**config.mk**
```make
export PLATFORM = sky130hd
export DESIGN_NAME = msc_fifo
export DESIGN_NICKNAME = d
export VERILOG_FILES = /design/src/msc_pkg.sv /design/src/msc_fifo.sv
export SDC_FILE = /design/constraint.sdc
export NUM_CORES = 1
export LEC_CHECK = 0
export ABC_AREA = 1
export BUFFER_PORTS_ARGS = -buffer_cell sky130_fd_sc_hd__buf_4
export CAP_MARGIN = 20
export CORE_ASPECT_RATIO = 0.75
export CORE_MARGIN = 1.5
export CORE_UTILIZATION = 23
export DETAILED_ROUTE_END_ITERATION = 6
export PLACE_DENSITY = 0.43
export SLEW_MARGIN = 10
export SYNTH_ARGS = -nofsm -noshare
export SYNTH_HDL_FRONTEND = slang
export SYNTH_SLANG_ARGS = --single-unit
export TNS_END_PERCENT = 10
```
**constraint.sdc**
```tcl
create_clock -name clk -period 17.8 [get_ports clk]
set_clock_uncertainty 0.2 [all_clocks]
set_input_delay 3.56 -clock clk [delete_from_list [all_inputs] [get_ports clk]]
set_output_delay 3.56 -clock clk [all_outputs]
set_load 0.005 [all_outputs]
```
**src/msc_pkg.sv**
```systemverilog
`default_nettype none
package msc_pkg;

  // fixed field widths
  localparam int COORD_W  = 16;
  localparam int DIFF_W   = COORD_W + 1;
  localparam int SUM_W    = COORD_W + 2;
  localparam int PROD_W   = 2 * DIFF_W;
  localparam int NORM_W   = PROD_W;
  localparam int HALF_W   = NORM_W / 2;
  localparam int SQ_W     = 2 * NORM_W;
  localparam int REM_W    = NORM_W + 3;
  localparam int WSUM_W   = 64;
  localparam int AREA_W   = 48;
  localparam int DEN_W    = AREA_W + 3;
  localparam int NUM_W    = WSUM_W + 2;
  localparam int QUO_W    = 17;
  localparam int DSH_W    = DEN_W + QUO_W;
  localparam int IN_DATA_W  = 9 * COORD_W;
  localparam int OUT_DATA_W = 3 * COORD_W;

  // parameter defaults
  localparam int COORD_BITS_DEF    = 16;
  localparam int MAX_TRIANGLES_DEF = 4096;
  localparam int QUEUE_DEPTH       = 2;

  // one classified triangle between front and back
  typedef struct packed {
    logic signed [DIFF_W-1:0] ux;
    logic signed [DIFF_W-1:0] uy;
    logic signed [DIFF_W-1:0] uz;
    logic signed [DIFF_W-1:0] vx;
    logic signed [DIFF_W-1:0] vy;
    logic signed [DIFF_W-1:0] vz;
    logic signed [SUM_W-1:0]  sx;
    logic signed [SUM_W-1:0]  sy;
    logic signed [SUM_W-1:0]  sz;
    logic                     acc;
    logic                     last;
    logic                     ovf;
  } tri_t;

endpackage
`default_nettype wire

```
**src/msc_fifo.sv**
```systemverilog
`default_nettype none
module msc_fifo
  import msc_pkg::*;
#(
  parameter int DEPTH = QUEUE_DEPTH
) (
  input  wire  clk,
  input  wire  rst_n,
  input  wire  push,
  input  tri_t wr_data,
  output logic full,
  input  wire  pop,
  output logic empty,
  output tri_t rd_data
);

  localparam int PTR_W = (DEPTH > 1) ? $clog2(DEPTH) : 1;
  localparam int CNT_W = $clog2(DEPTH + 1);

  tri_t             mem_r [DEPTH];
  logic [PTR_W-1:0] wr_ptr_r;
  logic [PTR_W-1:0] rd_ptr_r;
  logic [CNT_W-1:0] count_r;

  assign full    = (count_r == CNT_W'(DEPTH));
  assign empty   = (count_r == '0);
  assign rd_data = mem_r[rd_ptr_r];

  // storage
  always_ff @(posedge clk) begin
    if (push) begin
      mem_r[wr_ptr_r] <= wr_data;
    end
  end

  // pointers and fill level
  always_ff @(posedge clk) begin
    if (!rst_n) begin
      wr_ptr_r <= '0;
      rd_ptr_r <= '0;
      count_r  <= '0;
    end else begin
      if (push) begin
        wr_ptr_r <= (wr_ptr_r == PTR_W'(DEPTH - 1)) ? '0 : wr_ptr_r + 1'b1;
      end
      if (pop) begin
        rd_ptr_r <= (rd_ptr_r == PTR_W'(DEPTH - 1)) ? '0 : rd_ptr_r + 1'b1;
      end
      if (push && !pop) begin
        count_r <= count_r + 1'b1;
      end else if (pop && !push) begin
        count_r <= count_r - 1'b1;
      end
    end
  end

endmodule
`default_nettype wire

```
-- Word level (Yosys, flattened, before mapping)
Memories as Yosys holds them, arrays and structs flattened. A register that Yosys moved wholly into a read port is not among the register bits.
Cells that the tools add are included.
- flip-flop bits (word level): 4
- bits in writable memories: 318
- bits of input ports: 163
- output and inout bits: 161
- logic and storage cells: 23
- memories kept: 1
- memories (name ; words ; bits a word ; read ports ; clocked after memory_dff ; write ports ; line ; source):
    mem_r ; 2 ; 159 ; 1 ; 1 ; 1 ; msc_fifo.sv:20 ; tri_t mem_r [DEPTH];
- $add $sub $neg: 4
- eq/ne operators: 1
- multiplexer cells: 8
- reductions and logical operators: 6
- operators by type and width (cell ; count):
    2-to-1 mux 1 bit ; 6
    2-to-1 mux 2 bit ; 2
    adder 1 bit (second input constant) ; 2
    adder 2 x 1 -> 2 bit (second input constant) ; 1
    equality test 2 bit (second input constant) ; 1
    logical AND 1 bit ; 2
    zero test 1 bit ; 2
    zero test 2 bit ; 1
    nonzero test 2 bit ; 1
    subtractor 2 x 1 -> 2 bit (second input constant) ; 1

-- Longest topological paths before layout
- word-level depth: 4
- gate-level depth with buffers: 8
- mapped depth without buffers: 8

-- Worst setup path after synthesis
No wires, ideal clock.
- kind: input to register
- from: in push
- to: mem mem_r[0][0] (netlist name), enable pin
- library setup time: 0.684 ns
- data arrival time: 10.247 ns
- required time: 16.916 ns
- setup slack: 6.669 ns
- cell stages on the path: 2
- path buffers: 0
- path through: inv_1 -> nor2_1
- word-level cells in the longest chain between the ends: 2
- ends and longest elaborated chain (element ; line ; source):
    from (decl) ; msc_fifo.sv:9 ; input wire push,
    2-to-1 mux 1 bit ; msc_fifo.sv:31 ; if (push) begin
    2-to-1 mux 1 bit (not written as such) ; msc_fifo.sv:32 ; mem_r[wr_ptr_r] <= wr_data;
    to (decl) ; msc_fifo.sv:20 ;
Every way passes these cells.

==> results_dict.tcl <==
set metrics [dict create \
    first_global_vias 6286 \
    mostFrequentLayoutCells "buf_4, edfxtp_1, mux2_4" \
    place_ws_ns 11.40 \
    hp-class "reg -> reg" \
    synth_seq_cells 323 \
    critPathKind "reg -> out" \
    netlist_area_sq_mm 0.01212 \
    setup_slack_ns 10.93 \
    reg2regPathDepth 3 \
    drt-total-wl_mm 26.91 \
    diodes 0 \
    status "completed" \
    cp-end-kind "output pin" \
    drc 0 \
    initial_core_util 0.2341 \
    cts_root_buf "clkbuf_16" \
    powerDensity_mw_per_mm2 106.8 \
    holdPathStages 2 \
    worstSkewPairLatency_ns 0.52 \
    yosysTopAreaCell "edfxtp_1" \
    crit_path_start_kind "register" \
    slew_violations 0 \
    period_share 0.3861 \
    antenna_found_initial 0 \
    ios 324 \
    yosysSeqAreaShare 0.7959 \
    cts_resized 0 \
    cap_violations 0 \
    synth_top_area_frac 0.7876 \
    drt_iter0_drc 266 \
    dr.pass1.iters 4 \
    synthCells 530 \
    rsz0062_at_grt "false" \
    clk_pin_slew_ns 0.06 \
    die_x_um 268.1 \
    setup_viol 0 \
    avgViaCountPerCell 3.733 \
    cts_buffers 36 \
    arrival_ns 3.11 \
    worstMarginPinSlew_ns 1.065 \
    yosys-top-cells-area "edfxtp_1, mux2_4, mux2_2" \
    die_h_um 201.8 \
    hpwlAfterDp_mm 17.48 \
    placedCellCount 1545 \
    wl_per_cell_um 16.79 \
    placed_area_sq_mm 0.01532 \
    max-vdd-ir-drop_v 0.00004914 \
    cts_hold_buffers 0 \
    final_common_cell "buf_4" \
    cts.sinks 323 \
    slew_headroom 0.2902 \
    grt_usage 0.09647 \
    required_ns 14.04 \
    hold_viol 0 \
    cts_tree "built" \
    fin_crit_ns 6.872 \
    grt_max_degree 63 \
    grt_pass1_wl_mm 38.91 \
    path_max_fanout 62 \
    core_area_sq_mm 0.05180 \
    dieArea_sq_mm 0.05411 \
    synthToLayoutAreaGrowth_pct 34.97 \
    overflow 0 \
    drive_gt1_frac 0.5933 \
    timing.fmax_mhz 145.5 \
    postLayoutCoreUtil 0.3159 \
    vias 5984 \
    nNetsFinal 1044 \
    fin_tns_setup_ns 0 \
    fin_cells 1603 \
    place.gp.congestion 0.6998 \
    fill_cells 5060 \
    ant_nets 0 \
    post_cts_buffers 0 \
    clockBufferDepth 3 \
    avgSynthCellArea_sq_um 22.88 \
    rows 72 \
    place.port_buffers 323 \
    fin_area_sq_mm 0.01636 \
    synth_cell_types 14 \
    syn_nets 694 \
    yosys_warnings 0 \
    p_leak_nw 6.186 \
    ctsHtreeMaxLevel 2 \
]
[stage by stage]
step	power, mW	hold WS, ns
detailed placement	1.097	0.2861
CTS	1.789	0.3003
floorplan	0.9985	0.2635
global placement	1.095	0.2754
global route	1.827	0.3229
finish	1.748	0.2947
[path summary, 6_finish.rpt]
check                           startpoint            to  slack [ns]
worst max-delay path              register   rd_data[22]       10.93
worst min-delay path              rd_ptr_r      register        0.29
worst max register to register    wr_ptr_r  mem_r[0][43]       14.96
worst min register to register    rd_ptr_r      register        0.29
[logic make-up after synthesis]
logic type	Yosys count	share of synthesized area
flip-flops	323	0.7959
buffers and inverters	26	0.01713
AO/OA/AOI/OAI	2	0.0008248
adder cells (fa/ha/maj)	1	0.001032
multiplexers	159	0.1789
AND/OR/NAND/NOR	19	0.006192
[cells in the mapped netlist]
| cell type | n |
|---|---|
| a21oi_1 | 1 |
| buf_2 | 4 |
| buf_6 | 14 |
| dfxtp_1 | 5 |
| edfxtp_1 | 318 |
| ha_1 | 1 |
| inv_1 | 8 |
| mux2_2 | 58 |
| mux2_4 | 101 |
| nand2_1 | 8 |
| nand3_1 | 1 |
| nand4_1 | 1 |
| nor2_1 | 9 |
| o21ai_0 | 1 |
[where the power goes]
group / internal, mW / switching [mW] / leakage (nW)
logic: 0.107 / 0.0724 / 2.66
registers: 0.882 / 0.0135 / 3.03
clock network: 0.392 / 0.280 / 0.500
[worst max-delay path, cell delays in order (launching register included)]
cell and delay (ns):
dfxtp_4 0.97, buf_4 0.88, mux2_2 0.44, buf_4 0.14
[registers in the layout, summed over array words and instances, names as in the netlist, named ones only]
register	cells
wr_ptr_r	1
rd_ptr_r	1
mem_r	318
count_r	2
[layout make-up]
type | count | area [sq um] | area share
flip-flops and latches | 323 | 9653 | 0.5899
repair buffers | 330 | 2477 | 0.1514
multi-input cells | 181 | 2275 | 0.1390
clock buffers | 46 | 959.7 | 0.05864
well taps | 703 | 879.6 | 0.05375
clock inverters | 12 | 85.08 | 0.005199
inverters | 8 | 35.03 | 0.002141
[layer usage]
layer  global-route usage  part of all wire
met1               0.1209              0.43
met2               0.1522              0.47
met3              0.03570             0.076
met4              0.03430             0.022
met5                    0                 0
Power figures use the tool's default switching activity.
