--- config.mk ---
export PLATFORM = sky130hd
export DESIGN_NAME = msc_front
export DESIGN_NICKNAME = d
export VERILOG_FILES = /design/src/msc_pkg.sv /design/src/msc_front.sv
export SDC_FILE = /design/constraint.sdc
export NUM_CORES = 1
export LEC_CHECK = 0
export ABC_AREA = 1
export BUFFER_PORTS_ARGS = -buffer_cell sky130_fd_sc_hd__buf_4
export CORE_MARGIN = 1
export CORE_UTILIZATION = 50
export DETAILED_ROUTE_END_ITERATION = 10
export PLACE_DENSITY = 0.8
export SYNTH_ARGS = -nofsm -noshare
export SYNTH_HDL_FRONTEND = slang
export SYNTH_SLANG_ARGS = --single-unit
export TNS_END_PERCENT = 30
--- constraint.sdc ---
create_clock -name clk -period 2.8 [get_ports clk]
set_clock_uncertainty 0.15 [all_clocks]
set_input_delay 0.14 -clock clk [delete_from_list [all_inputs] [get_ports clk]]
set_output_delay 0.14 -clock clk [all_outputs]
set_load 0.005 [all_outputs]
--- src/msc_pkg.sv ---
`default_nettype none
package msc_pkg;

  // fixed field widths
  localparam int COORD_W  = 16;
  localparam int DIFF_W   = COORD_W + 1;
  localparam int SUM_W    = COORD_W + 2;
  localparam int PROD_W   = 2 * DIFF_W;
  localparam int NORM_W   = PROD_W;
  localparam int HALF_W   = NORM_W / 2;
  localparam int SQ_W     = 2 * NORM_W;
  localparam int REM_W    = NORM_W + 3;
  localparam int WSUM_W   = 64;
  localparam int AREA_W   = 48;
  localparam int DEN_W    = AREA_W + 3;
  localparam int NUM_W    = WSUM_W + 2;
  localparam int QUO_W    = 17;
  localparam int DSH_W    = DEN_W + QUO_W;
  localparam int IN_DATA_W  = 9 * COORD_W;
  localparam int OUT_DATA_W = 3 * COORD_W;

  // parameter defaults
  localparam int COORD_BITS_DEF    = 16;
  localparam int MAX_TRIANGLES_DEF = 4096;
  localparam int QUEUE_DEPTH       = 2;

  // one classified triangle between front and back
  typedef struct packed {
    logic signed [DIFF_W-1:0] ux;
    logic signed [DIFF_W-1:0] uy;
    logic signed [DIFF_W-1:0] uz;
    logic signed [DIFF_W-1:0] vx;
    logic signed [DIFF_W-1:0] vy;
    logic signed [DIFF_W-1:0] vz;
    logic signed [SUM_W-1:0]  sx;
    logic signed [SUM_W-1:0]  sy;
    logic signed [SUM_W-1:0]  sz;
    logic                     acc;
    logic                     last;
    logic                     ovf;
  } tri_t;

endpackage
`default_nettype wire

--- src/msc_front.sv ---
`default_nettype none
module msc_front
  import msc_pkg::*;
#(
  parameter int COORD_BITS    = COORD_BITS_DEF,
  parameter int MAX_TRIANGLES = MAX_TRIANGLES_DEF
) (
  input  wire                  clk,
  input  wire                  rst_n,
  input  wire                  in_tvalid,
  output logic                 in_tready,
  input  wire [IN_DATA_W-1:0]  in_tdata,
  input  wire                  in_tlast,
  input  wire                  q_full,
  output logic                 q_push,
  output tri_t                 q_data
);

  localparam int SH    = COORD_W - COORD_BITS;
  localparam int CNT_W = $clog2(MAX_TRIANGLES + 2);

  logic signed [COORD_W-1:0] c   [9];
  logic signed [COORD_W-1:0] shl [9];
  logic [CNT_W-1:0]          cnt_r;
  logic [CNT_W-1:0]          cnt_inc;

  assign in_tready = !q_full;
  assign q_push    = in_tvalid && !q_full;

  // keep the low coordinate bits, sign-extended
  always_comb begin
    for (int i = 0; i < 9; i++) begin
      shl[i] = $signed(in_tdata[i*COORD_W +: COORD_W] << SH);
      c[i]   = shl[i] >>> SH;
    end
  end

  // edge vectors, vertex sums and count tags
  always_comb begin
    cnt_inc   = (cnt_r <= CNT_W'(MAX_TRIANGLES)) ? cnt_r + 1'b1 : cnt_r;
    q_data.ux = DIFF_W'(c[3]) - DIFF_W'(c[0]);
    q_data.uy = DIFF_W'(c[4]) - DIFF_W'(c[1]);
    q_data.uz = DIFF_W'(c[5]) - DIFF_W'(c[2]);
    q_data.vx = DIFF_W'(c[6]) - DIFF_W'(c[0]);
    q_data.vy = DIFF_W'(c[7]) - DIFF_W'(c[1]);
    q_data.vz = DIFF_W'(c[8]) - DIFF_W'(c[2]);
    q_data.sx = SUM_W'(c[0]) + SUM_W'(c[3]) + SUM_W'(c[6]);
    q_data.sy = SUM_W'(c[1]) + SUM_W'(c[4]) + SUM_W'(c[7]);
    q_data.sz = SUM_W'(c[2]) + SUM_W'(c[5]) + SUM_W'(c[8]);
    q_data.acc  = (cnt_r < CNT_W'(MAX_TRIANGLES));
    q_data.last = in_tlast;
    q_data.ovf  = (cnt_inc > CNT_W'(MAX_TRIANGLES));
  end

  // triangle count, cleared after the last of a mesh
  always_ff @(posedge clk) begin
    if (!rst_n) begin
      cnt_r <= '0;
    end else if (q_push) begin
      cnt_r <= in_tlast ? '0 : cnt_inc;
    end
  end

endmodule
`default_nettype wire

# ---- Word level (Yosys, flattened, before mapping)
# Cells that the tools add are included.
# Widths: inputs -> output; s select.
dict set report op_classes {
  add_sub_neg 13
  magnitude_cmp 3
  muxes 2
  reduce_logical 2
}
# op count
set ops {}
lappend ops {{$sub 16x16->17} 6}
lappend ops {{$add 17x16->18} 3}
lappend ops {{$add 16x16->17} 3}
lappend ops {{$mux 13} 2}
lappend ops {{$add 13x1->13 const B} 1}
lappend ops {{$gt 13x13->1 const B} 1}
lappend ops {{$le 13x13->1 const B} 1}
lappend ops {{$lt 13x13->1 const B} 1}
lappend ops {{$logic_and 1x1->1} 1}
lappend ops {{$logic_not 1->1} 1}
dict set report totals {
  ff_bits 13
  in_bits 149
  output_inout_bits 161
  wordCells 21
}

# ---- Longest topological paths before layout
# Gate-level depths: netlist of run 1.
dict set report depth {
  word_depth 3
  depth_mapped 16
  mapped_depth_nobuf 16
}

# ---- Worst setup path before layout of run 1
# OpenSTA, ideal clock, no wires.
dict set report synth_path {
  path_kind {input to output}
  from {input in_tdata[33]}
  to {output q_data[18] (netlist bit)}
  t_arrival_ns 2.160
  setup_slack_ns 0.350
  path_stages 10
  path_buffers 0
  path_cell_list {fa_1 ha_1 inv_1 fa_1 nand3b_1 nand2_1 a21boi_0 o21bai_1 a21oi_1 xor2_1}
}
# element line_no
set synth_rtl {}
lappend synth_rtl {{start: declaration} msc_front.sv:12} ;# input wire [IN_DATA_W-1:0] in_tdata,
lappend synth_rtl {{end: declaration} msc_front.sv:16} ;# output tri_t q_data

==> results of run 1 <==
routing by layer:
metal,part of all wire (%),up-vias
met5,0,-
met4,3.9,0
met3,8.0,68
met2,47,474
met1,41,4731
li1,-,5168
kinds of logic (layout without fill, tap and decap cells):
group / after synthesis / after routing / share of synthesized area (%)
AND/OR/NAND/NOR: 561 / 561 / 26.2
adder cells (fa/ha/maj): 203 / 203 / 32.9
AO/OA/AOI/OAI: 262 / 262 / 17.0
flip-flops: 13 / 13 / 2.89
XOR/XNOR: 115 / 115 / 11.2
buffers and inverters: 224 / 553 / 9.77
final cells by class:
type,count,area (um2)
Clock buffer,4,78.8
Tap cell,225,282
Timing Repair Buffer,333,2500
Multi-Input combinational cell,1141,7900
Fill cell,1609,5580
Sequential cell,13,260
Inverter,216,811
where the power goes:
group,internal (uW),total [uW],switching (uW)
registers,186,188,1.56
clock network,193,281,88.1
logic,1910,3980,2070
worst max path at each step:
stage	slack, ps	cells past startpoint	to
after global placement	-120	12	q_data[18]
after CTS	40	14	q_data[20]
after floorplan	350	10	q_data[18]
after global routing	-40	14	q_data[20]
after detailed placement	-150	12	q_data[18]
final	110	15	q_data[54]
tightest hold or removal path, cell delays in order:
cell and delay (ps):
buf_4 100, nor2_1 40, nand2_1 50, a21oi_1 50
synth_stat cells (all sizes together):
| cell | number |
|---|---|
| nand2 | 357 |
| xnor2 | 46 |
| inv | 216 |
| o211a | 1 |
| fa | 57 |
| nand3 | 71 |
| o311a | 3 |
| nor3 | 23 |
| a21oi | 135 |
| o21ai | 64 |
| ha | 146 |
| a31oi | 6 |
| nor2 | 100 |
| nor3b | 1 |
| a21boi | 3 |
| a211oi | 4 |
| a221oi | 10 |
| o21a | 1 |
| buf | 4 |
| clkbuf | 4 |
| xor2 | 69 |
| dfxtp | 13 |
| a2111oi | 5 |
| nand3b | 6 |
| nand4 | 3 |
| a21o | 19 |
| o21bai | 11 |
stage by stage:
| step | cell area, um2 | setup TNS (ps) | utilization, % |
|---|---|---|---|
| after floorplan | 9010 | 0 | - |
| after global placement | 11700 | -160 | 67.0 |
| after detailed placement | 11700 | -207 | 67.0 |
| after CTS | 11800 | 0 | 67.6 |
| after global routing | 11800 | -43.4 | 68.0 |
| final | 11800 | 0 | 68.0 |
what timing repair did:
action                                  CTS  global route
pin swaps                                 3             5
setup buffers                             2             4
gates cloned                              0             0
gates resized for setup                   3            13
endpoints found under the setup margin    3            14
==> results.ini, run 1 <==
[outcome]
outcome = completed

[grt]
grt_pass1_vias = 9814
grt-busiest-layer = met2
grtUsageMet2_pct = 55.9
grt_pass1_wl_um = 47200
use_met3_pct = 4.66
grt_start_max_net_pins = 16
grt-ovfl-total = 0
grtUsageTotal_pct = 31.9
antenna_found_initial = 0
met1_usage_pct = 38.8

[worst_setup_path]
crit_required_ps = 2510
cp_max_fo = 4
rrSetupSlack_ps = 950
critical_path_buf_inv_count = 4
cpMaxStageDelayCell = fa_1
start_kind = primary input
crit_arrival_ps = 2400
timing.rr.start = cnt_r[0]
worstPathCellList = buf_4, fa_1, ha_1, fa_2, nand2_1, nand2_1, o21ai_2, o21ai_2, buf_4, buf_4, nand3_1, nand2_1, nand2_1, nand2_1, buf_4
timing.critical_path.from = in_tdata[1]
worstSetupEndpointType = primary output
critPathMaxStageDelay_ps = 470
crit_family = adder cells
crit_path_frequent_cell = nand2_1
reg2regPathDepth = 10
r2r-end = cnt_r[8]
critPathKind = primary input to primary output

[finish]
nNetsFinal = 2060
reg_top3 = cnt_r: 13 flops
final_common_cell = nand2_1
final_cell_mix = nand2_1, buf_4, inv_1
largest_reg_flops = 13
top_register = cnt_r
syn2layout_area_growth_pct = 31.4
drive_gt1_share_pct = 22.7
diodes = 0
fin_cells = 1932

[clock_network]
clkSinkCount = 13
cts_buffer_depth = 2
cts_tree = built
clockRootBuffer = clkbuf_16
clock_latency_ps = 250
clk_pin_slew_worst_paths_ps = 50
cts-buffers-inserted = 3
h-tree-depth = 1
cts_hold_buf = 0

[drt]
detail-route-antenna-nets = 0
drtIter0Drc = 627
drcViolationCount = 0
wl_um = 30500
avgViaCountPerCell = 5.40
post_drt_wl_per_cell_um = 15.8
vias = 10400
firstDrtPassIters = 5

[die]
die_w_um = 136
ios = 310
placementRows = 48
chipHeight_um = 136
initial_core_util_pct = 51.7
coreArea_um2 = 17400
dieArea_um2 = 18600

[power_and_ir_drop]
ir_worst_vdd_uv = 322
power_density_nw_per_um2 = 376
power.leakage_uw = 0.00661
power_uw = 4450

[logic_synthesis]
synth_area_leaders = ha_1, nand2_1, fa_1
syn_inst = 1378
netlist_area_um2 = 9010
synth-warning-count = 0
synth_top_area_share_pct = 20.3
ys_types = 41
synth_seq_area_share_pct = 2.89
synth_nets = 1730
synth_top_area_cell = ha_1
ys_ff_latch = 13
syn_area_per_cell_um2 = 6.54

[min_path]
min_to = cnt_r[10]
min_path_cells = 4
hp-class = primary input to register
min-delay-start = in_tlast

[sta]
rsz0062_at_grt = true
slew_headroom_pct = 62.4
timing.hold.ws_ps = 36.0
worst_pin_slew_ps = 562
finalCriticalPeriod_ps = 2690
hold_viol = 0
setup_ws_ps = 112
fmax_mhz = 372
timing.final.crit_share_pct = 96.0
setup_viol = 0
maxSlewViolCount = 0

[place]
dp.cells = 1922
gp_congestion = 1.06
hpwl_um = 27300
dpl_worst_slack_ps = -147
port_buffers = 309

[job]
maxCapViolations = 0

(Power assumes the default switching activity.)
==> inputs of run 2 (changes only) <==
--- a/config.mk
+++ b/config.mk
@@ -8,9 +8,10 @@
 export ABC_AREA = 1
 export BUFFER_PORTS_ARGS = -buffer_cell sky130_fd_sc_hd__buf_4
 export CORE_MARGIN = 1
-export CORE_UTILIZATION = 50
+export CORE_UTILIZATION = 45
+export CTS_BUF_LIST = sky130_fd_sc_hd__clkbuf_8
 export DETAILED_ROUTE_END_ITERATION = 10
-export PLACE_DENSITY = 0.8
+export PLACE_DENSITY = 0.73
 export SYNTH_ARGS = -nofsm -noshare
 export SYNTH_HDL_FRONTEND = slang
 export SYNTH_SLANG_ARGS = --single-unit
==> results.ini, run 2 (synthesis gave the netlist of run 1 again) <==
[die]
placementRows = 51  ; +6.3%
die_w_um = 143  ; +5.3%
initial_core_util_pct = 46.1  ; -5.6 points
ios = 310  ; unchanged
chipHeight_um = 143  ; +5.3%
coreArea_um2 = 19500  ; +12%
dieArea_um2 = 20600  ; +11%

[clock_network]
clock_latency_ps = 250  ; about the same
cts_buffer_depth = 2  ; unchanged
clkSinkCount = 13  ; unchanged
clockRootBuffer = clkbuf_8
cts-buffers-inserted = 3  ; unchanged
h-tree-depth = 1  ; unchanged
cts_tree = built
cts_hold_buf = 0  ; unchanged
clk_pin_slew_worst_paths_ps = 60  ; about the same

[finish]
reg_top3 = cnt_r: 13 flops
diodes = 0  ; unchanged
largest_reg_flops = 13  ; unchanged
final_common_cell = nand2_1
final_cell_mix = nand2_1, buf_4, inv_1
drive_gt1_share_pct = 22.2  ; -0.48 points
finalInstanceArea_um2 = 11800  ; -0.45%
nNetsFinal = 2052  ; -0.39%
fin_cells = 1964  ; +1.7%
syn2layout_area_growth_pct = 30.8
top_register = cnt_r

[sta]
finalCriticalPeriod_ps = 2770  ; +81.9 ps
worst_pin_slew_ps = 587  ; +24.5 ps
timing.final.crit_share_pct = 98.9  ; +2.9 points
maxSlewViolCount = 0  ; unchanged
setup_viol = 0  ; unchanged
rsz0062_at_grt = true
hold_viol = 0  ; unchanged
setup_ws_ps = 30.2  ; -81.9 ps
fmax_mhz = 361  ; -3.0%
finalSetupTns_ps = 0  ; unchanged
slew_headroom_pct = 60.8  ; -1.6 points

[worst_setup_path]
critPathKind = primary input to primary output
cpMaxStageDelayCell = fa_1
critical_path_buf_inv_count = 4  ; unchanged
reg2regPathDepth = 10  ; unchanged
cp_max_fo = 3  ; -1
timing.critical_path.from = in_tdata[33]
cp_num_cells = 14  ; -1
worstPathCellList = buf_4, fa_1, ha_2, inv_1, fa_2, nand3b_1, nand2_2, buf_4, nand4_1, nand2_1, nand2_1, nand3_1, xor2_1, buf_4
crit_family = adder cells
timing.rr.start = cnt_r[0]
rrSetupSlack_ps = 970  ; +20 ps
crit_path_end = q_data[20]
crit_path_frequent_cell = buf_4
crit_required_ps = 2510  ; about the same
r2r-end = cnt_r[8]
crit_arrival_ps = 2480  ; +80 ps
critPathMaxStageDelay_ps = 530  ; +60 ps
start_kind = primary input
worstSetupEndpointType = primary output

[grt]
grt_start_max_net_pins = 16  ; unchanged
grtUsageTotal_pct = 28.9  ; -3.0 points
grt_pass1_vias = 9578  ; -2.4%
grt_pass1_wl_um = 47100  ; -0.25%
antenna_found_initial = 0  ; unchanged
grt-ovfl-total = 0  ; unchanged

[drt]
wl_um = 30300  ; -0.57%
firstDrtPassIters = 5  ; unchanged
vias = 10200  ; -2.2%
avgViaCountPerCell = 5.20  ; -3.8%
detail-route-antenna-nets = 0  ; unchanged
drtIter0Drc = 563  ; -10%
drcViolationCount = 0  ; unchanged
post_drt_wl_per_cell_um = 15.4  ; -2.2%

[outcome]
outcome = completed

[power_and_ir_drop]
power_density_nw_per_um2 = 363  ; -3.5%
ir_worst_vdd_uv = 265  ; -18%
power.leakage_uw = 0.00656  ; -0.85%

[min_path]
hp-class = primary input to register

[place]
hpwl_um = 27200  ; -0.29%
dpl_worst_slack_ps = -109  ; +38.2 ps
dp.cells = 1960  ; +2.0%
placed_cell_area_um2 = 11700  ; +0.30%
port_buffers = 309  ; unchanged
gp_congestion = 0.968  ; -8.3%

[job]
maxCapViolations = 0  ; unchanged

-- run 2: changes by cell type in the layout (fill, tap and decap cells not counted), sizes merged --
cell,delta
clkinv,+1
buf,-8
clkbuf,-1
-- run 2: timing repair --
| action | in CTS | in global routing |
|---|---|---|
| setup endpoints to repair | 5 | 12 |
| buffers inserted | 0 | 0 |
| resized for setup | 4 | 8 |
| pin swaps | 5 | 2 |
| endpoints found under the hold margin | 0 | 0 |
-- run 2: worst min path at each step --
stage / from / end / slack [ps] / cells after the start
2_1_floorplan: in_tlast / cnt_r[10] / 160 / 3
3_3_place_gp: in_tlast / cnt_r[10] / 270 / 4
6_report: in_tlast / cnt_r[10] / 10 / 4
3_5_place_dp: in_tlast / cnt_r[10] / 280 / 4
5_1_grt: in_tlast / cnt_r[10] / 50 / 4
4_1_cts: in_tlast / cnt_r[10] / 10 / 4
-- run 2: area by class of cell --
type                    instances  area, um2
multi-input cells            1141       7890
clock inverters                 1       5.00
clock buffers                   3       41.3
well taps                     265        332
flip-flops and latches         13        260
fillers                      1950       7740
inverters                     216        811
repair buffers                325       2440
-- run 2: per-stage QoR --
step / power (uW) / util [%] / hold WS [ps]
floorplan: 2220 / - / 156
global placement: 4020 / 60.0 / 266
finish: 4270 / 60.3 / 14.8
CTS: 4250 / 60.2 / 12.5
global route: 4700 / 60.3 / 50.4
detailed placement: 4040 / 60.0 / 282
-- run 2: where the power goes --
group	switching (uW)	total, uW	leakage [uW]	internal (uW)
sequential	1.41	187	0.000105	186
clock	81.1	180	0.0000255	98.7
combinational	2030	3910	0.00643	1870
-- run 2: worst register-to-register path, cell delays in order, from the launching register on --
cell and delay, ps:
dfxtp_1 440, ha_1 340, nand2_1 100, nor2_2 150
nand2_1 80, nand2_1 70, nand2_1 70, a21boi_2 150
inv_1 50, nand2_1 50, a21oi_1 50
-- run 2: metal layers --
| metal | GRT usage, % | vias to the layer above | share of wire [%] |
|---|---|---|---|
| met5 | 0 | - | 0 |
| met4 | 5.71 | 0 | 2.0 |
| met3 | 5.03 | 36 | 9.0 |
| met2 | 52.2 | 401 | 48 |
| met1 | 35.6 | 4598 | 41 |
| li1 | - | 5177 | - |
